===== config.mk =====
export PLATFORM = sky130hd
export DESIGN_NAME = path_component_splitter
export DESIGN_NICKNAME = d
export VERILOG_FILES = /design/src/rtl/pcs_pkg.sv /design/src/rtl/pcs_in_reg.sv /design/src/rtl/pcs_engine.sv /design/src/rtl/pcs_out_reg.sv /design/src/rtl/path_component_splitter.sv
export SDC_FILE = /design/constraint.sdc
export NUM_CORES = 1
export LEC_CHECK = 0
export BUFFER_PORTS_ARGS = -buffer_cell sky130_fd_sc_hd__buf_2
export CAP_MARGIN = 40
export CORE_MARGIN = 3
export CORE_UTILIZATION = 50
export DETAILED_ROUTE_END_ITERATION = 10
export PLACE_DENSITY_LB_ADDON = 0.12
export SLEW_MARGIN = 0
export SYNTH_ARGS = -nofsm -noshare
export SYNTH_HDL_FRONTEND = slang
export SYNTH_SLANG_ARGS = --single-unit
export TNS_END_PERCENT = 1

===== constraint.sdc =====
create_clock -name clock -period 3.4 [get_ports clock]
set_input_delay 0.34 -clock clock [delete_from_list [all_inputs] [get_ports clock]]
set_output_delay 0.34 -clock clock [all_outputs]
set_load 0.01 [all_outputs]

===== src/rtl/pcs_pkg.sv =====
// ----------------------------------------------------------------------------
// pcs_pkg: shared types and helpers for the path component splitter
// byte classification, item and result records, sequencing phases
// ----------------------------------------------------------------------------
package pcs_pkg;

   localparam int NAME_LENGTH_DEF = 39;
   localparam int LEN_W           = 6;
   localparam int COUNT_W         = 8;

   localparam logic [7:0]         SEP_BYTE  = 8'h5C;
   localparam logic [7:0]         PAD_BYTE  = 8'h20;
   localparam logic [COUNT_W-1:0] COUNT_MAX = '1;

   typedef enum logic [1:0] {
      PH_FIRST,
      PH_CLOSE,
      PH_DONE
   } phase_type;

   typedef struct packed {
      logic       valid;
      logic [7:0] in_byte;
      logic       byte_present;
      logic       path_end;
   } item_type;

   typedef struct packed {
      logic [7:0]         out_byte;
      logic               out_byte_valid;
      logic               component_end;
      logic               path_done;
      logic               path_error;
      logic [COUNT_W-1:0] component_count;
      logic               run_last;
   } result_type;

   // fat illegal set: control codes, top half, and the reserved punctuation
   function automatic logic byte_illegal(input logic [7:0] b);
      logic bad;
      bad = (b < 8'h20) || (b >= 8'h80) ||
            (b inside {8'h22, 8'h2F, 8'h7C, [8'h2A:8'h2C], [8'h3A:8'h3F], [8'h5B:8'h5D]});
      return bad;
   endfunction

   // ascii-only uppercase
   function automatic logic [7:0] to_upper(input logic [7:0] b);
      logic [7:0] u;
      u = (b inside {[8'h61:8'h7A]}) ? (b - 8'h20) : b;
      return u;
   endfunction

endpackage


===== src/rtl/pcs_in_reg.sv =====
// ----------------------------------------------------------------------------
// pcs_in_reg: input holding register
// captures one path item and holds it until the engine has finished it
// ----------------------------------------------------------------------------
module pcs_in_reg
   import pcs_pkg::*;
(
   input  logic       clock,
   input  logic       reset,
   input  logic       req_tvalid,
   output logic       req_tready,
   input  logic [7:0] in_byte,
   input  logic       byte_present,
   input  logic       path_end,
   input  logic       item_done,
   output item_type   item
);

   item_type item_ff;
   item_type item_in;
   logic     accept;

   assign req_tready = !item_ff.valid || item_done;
   assign accept     = req_tvalid && req_tready;

   always_comb begin
      item_in = item_ff;
      if (accept) begin
         item_in.valid        = 1'b1;
         item_in.in_byte      = in_byte;
         item_in.byte_present = byte_present;
         item_in.path_end     = path_end;
      end else if (item_done) begin
         item_in.valid = 1'b0;
      end
   end

   always_ff @(posedge clock) begin
      if (reset) begin
         item_ff.valid <= 1'b0;
      end else begin
         item_ff.valid <= item_in.valid;
      end
      item_ff.in_byte      <= item_in.in_byte;
      item_ff.byte_present <= item_in.byte_present;
      item_ff.path_end     <= item_in.path_end;
   end

   assign item = item_ff;

endmodule


===== src/rtl/pcs_engine.sv =====
// ----------------------------------------------------------------------------
// pcs_engine: component splitting and name checking
// one step per cycle when out_free: name byte, pad byte, close marker or done
// ----------------------------------------------------------------------------
module pcs_engine
   import pcs_pkg::*;
#(
   parameter int NAME_LENGTH = NAME_LENGTH_DEF
)
(
   input  logic       clock,
   input  logic       reset,
   input  item_type   item,
   input  logic       out_free,
   output logic       item_done,
   output logic       emit,
   output result_type res
);

   localparam logic [LEN_W-1:0] NAME_LEN_C = LEN_W'(NAME_LENGTH);

   logic [LEN_W-1:0]   len_ff, len_in;
   logic               err_ff, err_in;
   logic [COUNT_W-1:0] cnt_ff, cnt_in;
   phase_type          phase_ff, phase_in;

   logic               byte_act, is_sep, bad_byte;
   logic               close_empty, close_marker, close_finish;
   logic [LEN_W-1:0]   len_inc;
   logic [COUNT_W-1:0] cnt_sat;
   logic               take_close, take_done, set_err;

   assign byte_act     = item.byte_present && !err_ff;
   assign is_sep       = (item.in_byte == SEP_BYTE);
   assign bad_byte     = byte_illegal(item.in_byte) || (len_ff >= NAME_LEN_C);
   assign len_inc      = len_ff + LEN_W'(1);
   assign cnt_sat      = (cnt_ff == COUNT_MAX) ? cnt_ff : (cnt_ff + COUNT_W'(1));
   assign close_empty  = err_ff || (len_ff == '0);
   assign close_marker = (len_ff >= NAME_LEN_C);
   assign close_finish = close_marker || (len_inc == NAME_LEN_C);

   always_comb begin
      len_in     = len_ff;
      err_in     = err_ff;
      cnt_in     = cnt_ff;
      phase_in   = phase_ff;
      emit       = 1'b0;
      item_done  = 1'b0;
      take_close = 1'b0;
      take_done  = 1'b0;
      set_err    = 1'b0;
      res                 = '0;
      res.path_error      = err_ff;
      res.component_count = cnt_ff;

      if (item.valid && out_free) begin
         case (phase_ff)
            PH_FIRST: begin
               if (byte_act && !is_sep) begin
                  if (bad_byte) begin
                     set_err = 1'b1;
                     err_in  = 1'b1;
                     if (item.path_end) begin
                        take_done = 1'b1;
                     end else begin
                        item_done = 1'b1;
                     end
                  end else begin
                     emit               = 1'b1;
                     res.out_byte       = to_upper(item.in_byte);
                     res.out_byte_valid = 1'b1;
                     len_in             = len_inc;
                     if (item.path_end) begin
                        phase_in = PH_CLOSE;
                     end else begin
                        res.run_last = 1'b1;
                        item_done    = 1'b1;
                     end
                  end
               end else if (byte_act || item.path_end) begin
                  // separator, or bare end marker
                  take_close = 1'b1;
               end else begin
                  item_done = 1'b1;
               end
            end
            PH_CLOSE: take_close = 1'b1;
            PH_DONE:  take_done  = 1'b1;
            default:  take_done  = 1'b1;
         endcase

         if (take_close) begin
            if (close_empty) begin
               if (item.path_end) begin
                  take_done = 1'b1;
               end else begin
                  item_done = 1'b1;
               end
            end else begin
               emit               = 1'b1;
               res.out_byte       = close_marker ? 8'h00 : PAD_BYTE;
               res.out_byte_valid = !close_marker;
               res.component_end  = close_finish;
               if (close_finish) begin
                  len_in = '0;
                  cnt_in = cnt_sat;
                  if (item.path_end) begin
                     phase_in = PH_DONE;
                  end else begin
                     res.run_last = 1'b1;
                     item_done    = 1'b1;
                  end
               end else begin
                  len_in   = len_inc;
                  phase_in = PH_CLOSE;
               end
            end
         end

         if (take_done) begin
            emit               = 1'b1;
            res.out_byte       = 8'h00;
            res.out_byte_valid = 1'b0;
            res.component_end  = 1'b0;
            res.path_done      = 1'b1;
            res.path_error     = err_ff || set_err;
            res.run_last       = 1'b1;
            len_in             = '0;
            err_in             = 1'b0;
            cnt_in             = '0;
            item_done          = 1'b1;
         end

         if (item_done) begin
            phase_in = PH_FIRST;
         end
      end
   end

   always_ff @(posedge clock) begin
      if (reset) begin
         len_ff   <= '0;
         err_ff   <= 1'b0;
         cnt_ff   <= '0;
         phase_ff <= PH_FIRST;
      end else begin
         len_ff   <= len_in;
         err_ff   <= err_in;
         cnt_ff   <= cnt_in;
         phase_ff <= phase_in;
      end
   end

   // open component never outgrows the name field
   a_len_bound: assert property (@(posedge clock) disable iff (reset)
      len_ff <= NAME_LEN_C)
      else $error("component length beyond name length");

   // padding only runs on an error-free path
   a_close_no_err: assert property (@(posedge clock) disable iff (reset)
      (phase_ff == PH_CLOSE) |-> !err_ff)
      else $error("padding while error is set");

   // a done result returns the path state to its cleared values
   a_done_clears: assert property (@(posedge clock) disable iff (reset)
      (emit && res.path_done) |=> (len_ff == '0 && !err_ff && cnt_ff == '0))
      else $error("state not cleared after done result");

   // mid-item phases only while an item is held
   a_phase_item: assert property (@(posedge clock) disable iff (reset)
      (phase_ff != PH_FIRST) |-> item.valid)
      else $error("engine mid-item without a held item");

endmodule


===== src/rtl/pcs_out_reg.sv =====
// ----------------------------------------------------------------------------
// pcs_out_reg: result register
// holds one result transaction until the consumer takes it
// ----------------------------------------------------------------------------
module pcs_out_reg
   import pcs_pkg::*;
(
   input  logic       clock,
   input  logic       reset,
   input  logic       emit,
   input  result_type res,
   output logic       out_free,
   output logic       rsp_tvalid,
   input  logic       rsp_tready,
   output result_type rsp
);

   logic       valid_ff, valid_in;
   result_type rsp_ff, rsp_in;

   assign out_free = !valid_ff || rsp_tready;

   always_comb begin
      valid_in = valid_ff;
      rsp_in   = rsp_ff;
      if (emit) begin
         valid_in = 1'b1;
         rsp_in   = res;
      end else if (rsp_tready) begin
         valid_in = 1'b0;
      end
   end

   always_ff @(posedge clock) begin
      if (reset) begin
         valid_ff <= 1'b0;
      end else begin
         valid_ff <= valid_in;
      end
      rsp_ff <= rsp_in;
   end

   assign rsp_tvalid = valid_ff;
   assign rsp        = rsp_ff;

endmodule


===== src/rtl/path_component_splitter.sv =====
// ----------------------------------------------------------------------------
// path_component_splitter: fat path component splitter and name checker
// splits a backslash-separated path into upper-cased, space-padded names
// ----------------------------------------------------------------------------
//
//  channel | direction | tdata                            | tuser / tlast
//  --------+-----------+----------------------------------+-----------------------
//  req     | in        | in_byte                          | byte_present / path_end
//  rsp     | out       | out_byte, path_error, comp count | byte flags / run_last
//
//  a name byte is one transaction in and one transaction out
//  closing a component emits one pad byte per missing byte (up to NAME_LENGTH - 1), or a
//  single marker transaction for a full name; the input is held during that run
//  a path end item adds one done transaction
//  reset clears length, error and count; no sweep is needed after reset
//  a stall on rsp holds the result register and backs up into req_tready
//
module path_component_splitter
   import pcs_pkg::*;
#(
   parameter int NAME_LENGTH = NAME_LENGTH_DEF
)
(
   input  logic        clock,
   input  logic        reset,
   // input transaction
   input  logic        req_tvalid,
   output logic        req_tready,
   input  logic [7:0]  req_tdata,   // [7:0] in_byte
   input  logic        req_tuser,   // [0] byte_present
   input  logic        req_tlast,   // path_end
   // result transaction
   output logic        rsp_tvalid,
   input  logic        rsp_tready,
   output logic [23:0] rsp_tdata,   // [7:0] out_byte, [8] path_error,
                                    // [16:9] component_count, [23:17] zero
   output logic [2:0]  rsp_tuser,   // [0] out_byte_valid, [1] component_end,
                                    // [2] path_done
   output logic        rsp_tlast    // run_last
);

   item_type   item;
   logic       item_done;
   logic       out_free;
   logic       emit;
   result_type res;
   result_type rsp;

   // input holding register
   pcs_in_reg u_in_reg (
      .clock        (clock),
      .reset        (reset),
      .req_tvalid   (req_tvalid),
      .req_tready   (req_tready),
      .in_byte      (req_tdata),
      .byte_present (req_tuser),
      .path_end     (req_tlast),
      .item_done    (item_done),
      .item         (item)
   );

   // splitting, checking and padding
   pcs_engine #(
      .NAME_LENGTH (NAME_LENGTH)
   ) u_engine (
      .clock     (clock),
      .reset     (reset),
      .item      (item),
      .out_free  (out_free),
      .item_done (item_done),
      .emit      (emit),
      .res       (res)
   );

   // result register
   pcs_out_reg u_out_reg (
      .clock      (clock),
      .reset      (reset),
      .emit       (emit),
      .res        (res),
      .out_free   (out_free),
      .rsp_tvalid (rsp_tvalid),
      .rsp_tready (rsp_tready),
      .rsp        (rsp)
   );

   // pack result fields onto the stream
   assign rsp_tdata = {7'b0, rsp.component_count, rsp.path_error, rsp.out_byte};
   assign rsp_tuser = {rsp.path_done, rsp.component_end, rsp.out_byte_valid};
   assign rsp_tlast = rsp.run_last;

endmodule


==> results.toml <==
[outcome]
status = "finished clean"

[placed_design]
dp_hpwl_mm = 3.69
place.gp.congestion = 0.969
io_buffers = 36

[worst_setup_path]
crit_fanout = 6
critPathMaxStageDelay_ns = 0.37
cp_slowest_cell = "dfxtp_1"
critPathRequiredTime_ns = 3.06
path_class = "flop to primary output"
setup.worst_path.start_class = "flop"
crit_top_cell = "nand3_1"
critPathBufInv = 1
cp_data_arrival_time_ns = 2.52
cp_top_family = "simple AND/OR/NAND/NOR gates"
crit_chain = "ha_1, a211oi_1, nor2_1, nor3_1, nand3_1, o211ai_1, nand3_1, buf_2"
end_kind = "primary output"

[power_and_ir_drop]
powerDensity_nw_per_um2 = 430
p_clk_share_pct = 36.3
p_seq_share_pct = 54.0
switchingPower_uw = 293
swShare_pct = 23.0
peakVddDrop_mv = 0.249
leakagePower_uw = 0.00110
combPwrFrac_pct = 9.7
p_int_uw = 978

[clock_network]
numCtsBuffers = 5
cts.sinks = 50
clk_pin_slew_ns = 0.09
clk_latency_ns = 0.30
cts-resized-gates = 0
ctsRootBufferMaster = "clkbuf_8"
htree_levels = 2
postCtsHoldBufs = 0
postCtsSetupRepairBufs = 0
cts_buffer_depth = 2
cts_tree = "built"

[timing]
fmax_ghz = 0.350
hold_viol = 0
layout_min_cycle_time_ns = 2.86
maxSlewViolCount = 0
worst_pin_slew_ns = 0.750
period_share_pct = 84.0
final.setup_skew_ns = 0.00568
hold_ws_ns = 0.205
grt_setup_unrepaired = "false"
slew_headroom_pct = 49.7
finalSetupViolCount = 0
fin_tns_setup_ns = 0

[die]
initial_core_util_pct = 53.6
core_area_um2 = 4880
ios = 44
placementRows = 25
die_x_um = 78.3
die-area_um2 = 6140
fp.dieH_um = 78.3

[synth]
yosys_warnings = 0
synth_fa_ha_area_share_pct = 3.35
seq_area_frac_synth_pct = 50.1
ys_types = 63
synthMuxAreaShare_pct = 0.430
synth_area_um2 = 2620
synthArstFlopShare_pct = 0
synth_simple_gate_area_share_pct = 21.3
synth_edf_count = 31
synth_top_family_by_area = "simple AND/OR/NAND/NOR gates"
ys.flop_type = "edfxtp_1"
synth-seq-cells = 50
synthCells = 248
syn-mean-instance-area_um2 = 10.5
synth_xor_area_share_pct = 0.335
synth-compound-area-share_pct = 18.7

[grt]
antenna_found_initial = 0
grt_overflow = 0
grt_pass1_vias = 1702
grt_usage_pct = 17.3
grt_max_degree = 22
grt_pass1_wl_mm = 8.28

[routing]
post-route-drc-count = 0
wl_mm = 5.04
routed_via_density = 5.47
dr.pass1.iters = 4
wl_per_cell_um = 14.2
postRouteAntennaNets = 0
vias = 1936
drt-initial-drc-count = 127

[final_layout]
fill_cells = 446
drive_gt1_share_pct = 22.6
fin_nets = 307
syn2layout_area_growth_pct = 12.9
ff_latch_area_um2 = 1310
diodes = 0
multiInputGateArea_um2 = 1180

[job]
maxCapViolCount = 0

[min_path]
hp-class = "input port to flop"
metal layers:
| layer | wire length (um) | GRT usage [%] | share of wire [%] |
|---|---|---|---|
| met4 | 65 | 5.77 | 1.3 |
| met1 | 2530 | 25.3 | 50 |
| met3 | 265 | 3.78 | 5.3 |
| met2 | 2180 | 25.6 | 43 |
| met5 | 0 | 0 | 0 |
cell families (layout without fill, tap and decap cells):
kind of cell | after synthesis | in the layout
xor gates and xnor gates | 1 | 1
adders and majority gates | 7 | 7
DFF | 50 | 50
AOI/OAI and AO/OA | 67 | 67
muxes | 1 | 1
buffers and inverters | 26 | 59
other | 1 | 7
and+or+nand+nor | 95 | 95
cell usage after synthesis (all sizes together) (4+ instances only):
master | count | area (um2)
a21oi | 19 | 98.9
nor2b | 4 | 25.0
a211oi | 5 | 37.5
nand2b | 4 | 25.0
nand4 | 5 | 31.3
nand2 | 12 | 47.6
o21ai | 12 | 63.8
nand3 | 12 | 60.1
edfxtp | 31 | 931
inv | 13 | 48.8
nor3 | 6 | 30.0
and2 | 11 | 68.8
a21o | 6 | 45.0
buf | 12 | 92.6
nor2 | 19 | 71.3
or3 | 6 | 45.0
ha | 7 | 87.6
dfxtp | 19 | 380
sequential cells by signal, indices dropped and copies added (netlist names):
| register | count |
|---|---|
| u_engine.phase_ff | 2 |
| u_engine.cnt_ff | 8 |
| u_out_reg.rsp_tvalid | 1 |
| u_in_reg.item | 11 |
| u_engine.err_ff | 1 |
| u_out_reg.rsp | 21 |
| u_engine.len_ff | 6 |
power by group through the flow:
stage	clock network (uW)	registers, uW	logic, uW
after floorplan	0	701	85.9
after global placement	0	700	122
after detailed placement	0	700	122
after CTS	471	686	123
after global routing	494	689	136
final	462	686	123
layout by cell type, fill, tap and decap left out, types with 2 or more instances in the layout:
cell      count
and3_1        2
nor2b_1       4
clkbuf_8      5
and2_1       10
a31o_2        2
a221o_1       2
nor3_1        6
dfxtp_1      19
or3_1         3
nor2_1       19
a22o_1        2
conb_1        7
o211ai_1      3
o21ai_0      10
inv_1        13
nor4_1        3
buf_4         2
a21oi_1      18
a211oi_1      5
nand3_1      12
a21o_1        6
buf_2        36
nand4_1       5
ha_1          7
a41oi_1       2
nand2_1      11
or3_2         2
nand2b_1      4
edfxtp_1     31
layout make-up:
type                            count  share of cell area, %
Sequential cell                    50                   44.4
Timing Repair Buffer               38                   6.61
Clock inverter                      2                   1.31
Inverter                           13                   1.65
Clock buffer                        6                   3.18
Multi-Input combinational cell    178                   40.0
Tap cell                           67                   2.84
per-stage QoR:
step,cell area [um2],std cells,util [%],total power (uW),worst slack (ns)
finish,2950,354,60.5,1270,0.544
floorplan,2640,254,-,787,0.845
global route,2950,354,60.5,1320,0.240
CTS,2950,354,60.5,1280,0.568
detailed placement,2820,346,57.8,822,0.829
global placement,2820,346,57.8,822,0.869
path summary, 6_finish.rpt:
path              cells after the start  slack [ns]          endpoint                from
setup / recovery                      8        0.54        req_tready  u_engine.len_ff[0]
hold / removal                        1        0.20  u_in_reg.item[5]        req_tdata[3]
setup reg to reg                      9        0.78  u_out_reg.rsp[3]  u_engine.len_ff[0]
hold reg to reg                       0        0.49  u_out_reg.rsp[6]  u_engine.cnt_ff[5]
Note: power is estimated with default switching activity, not from simulation.
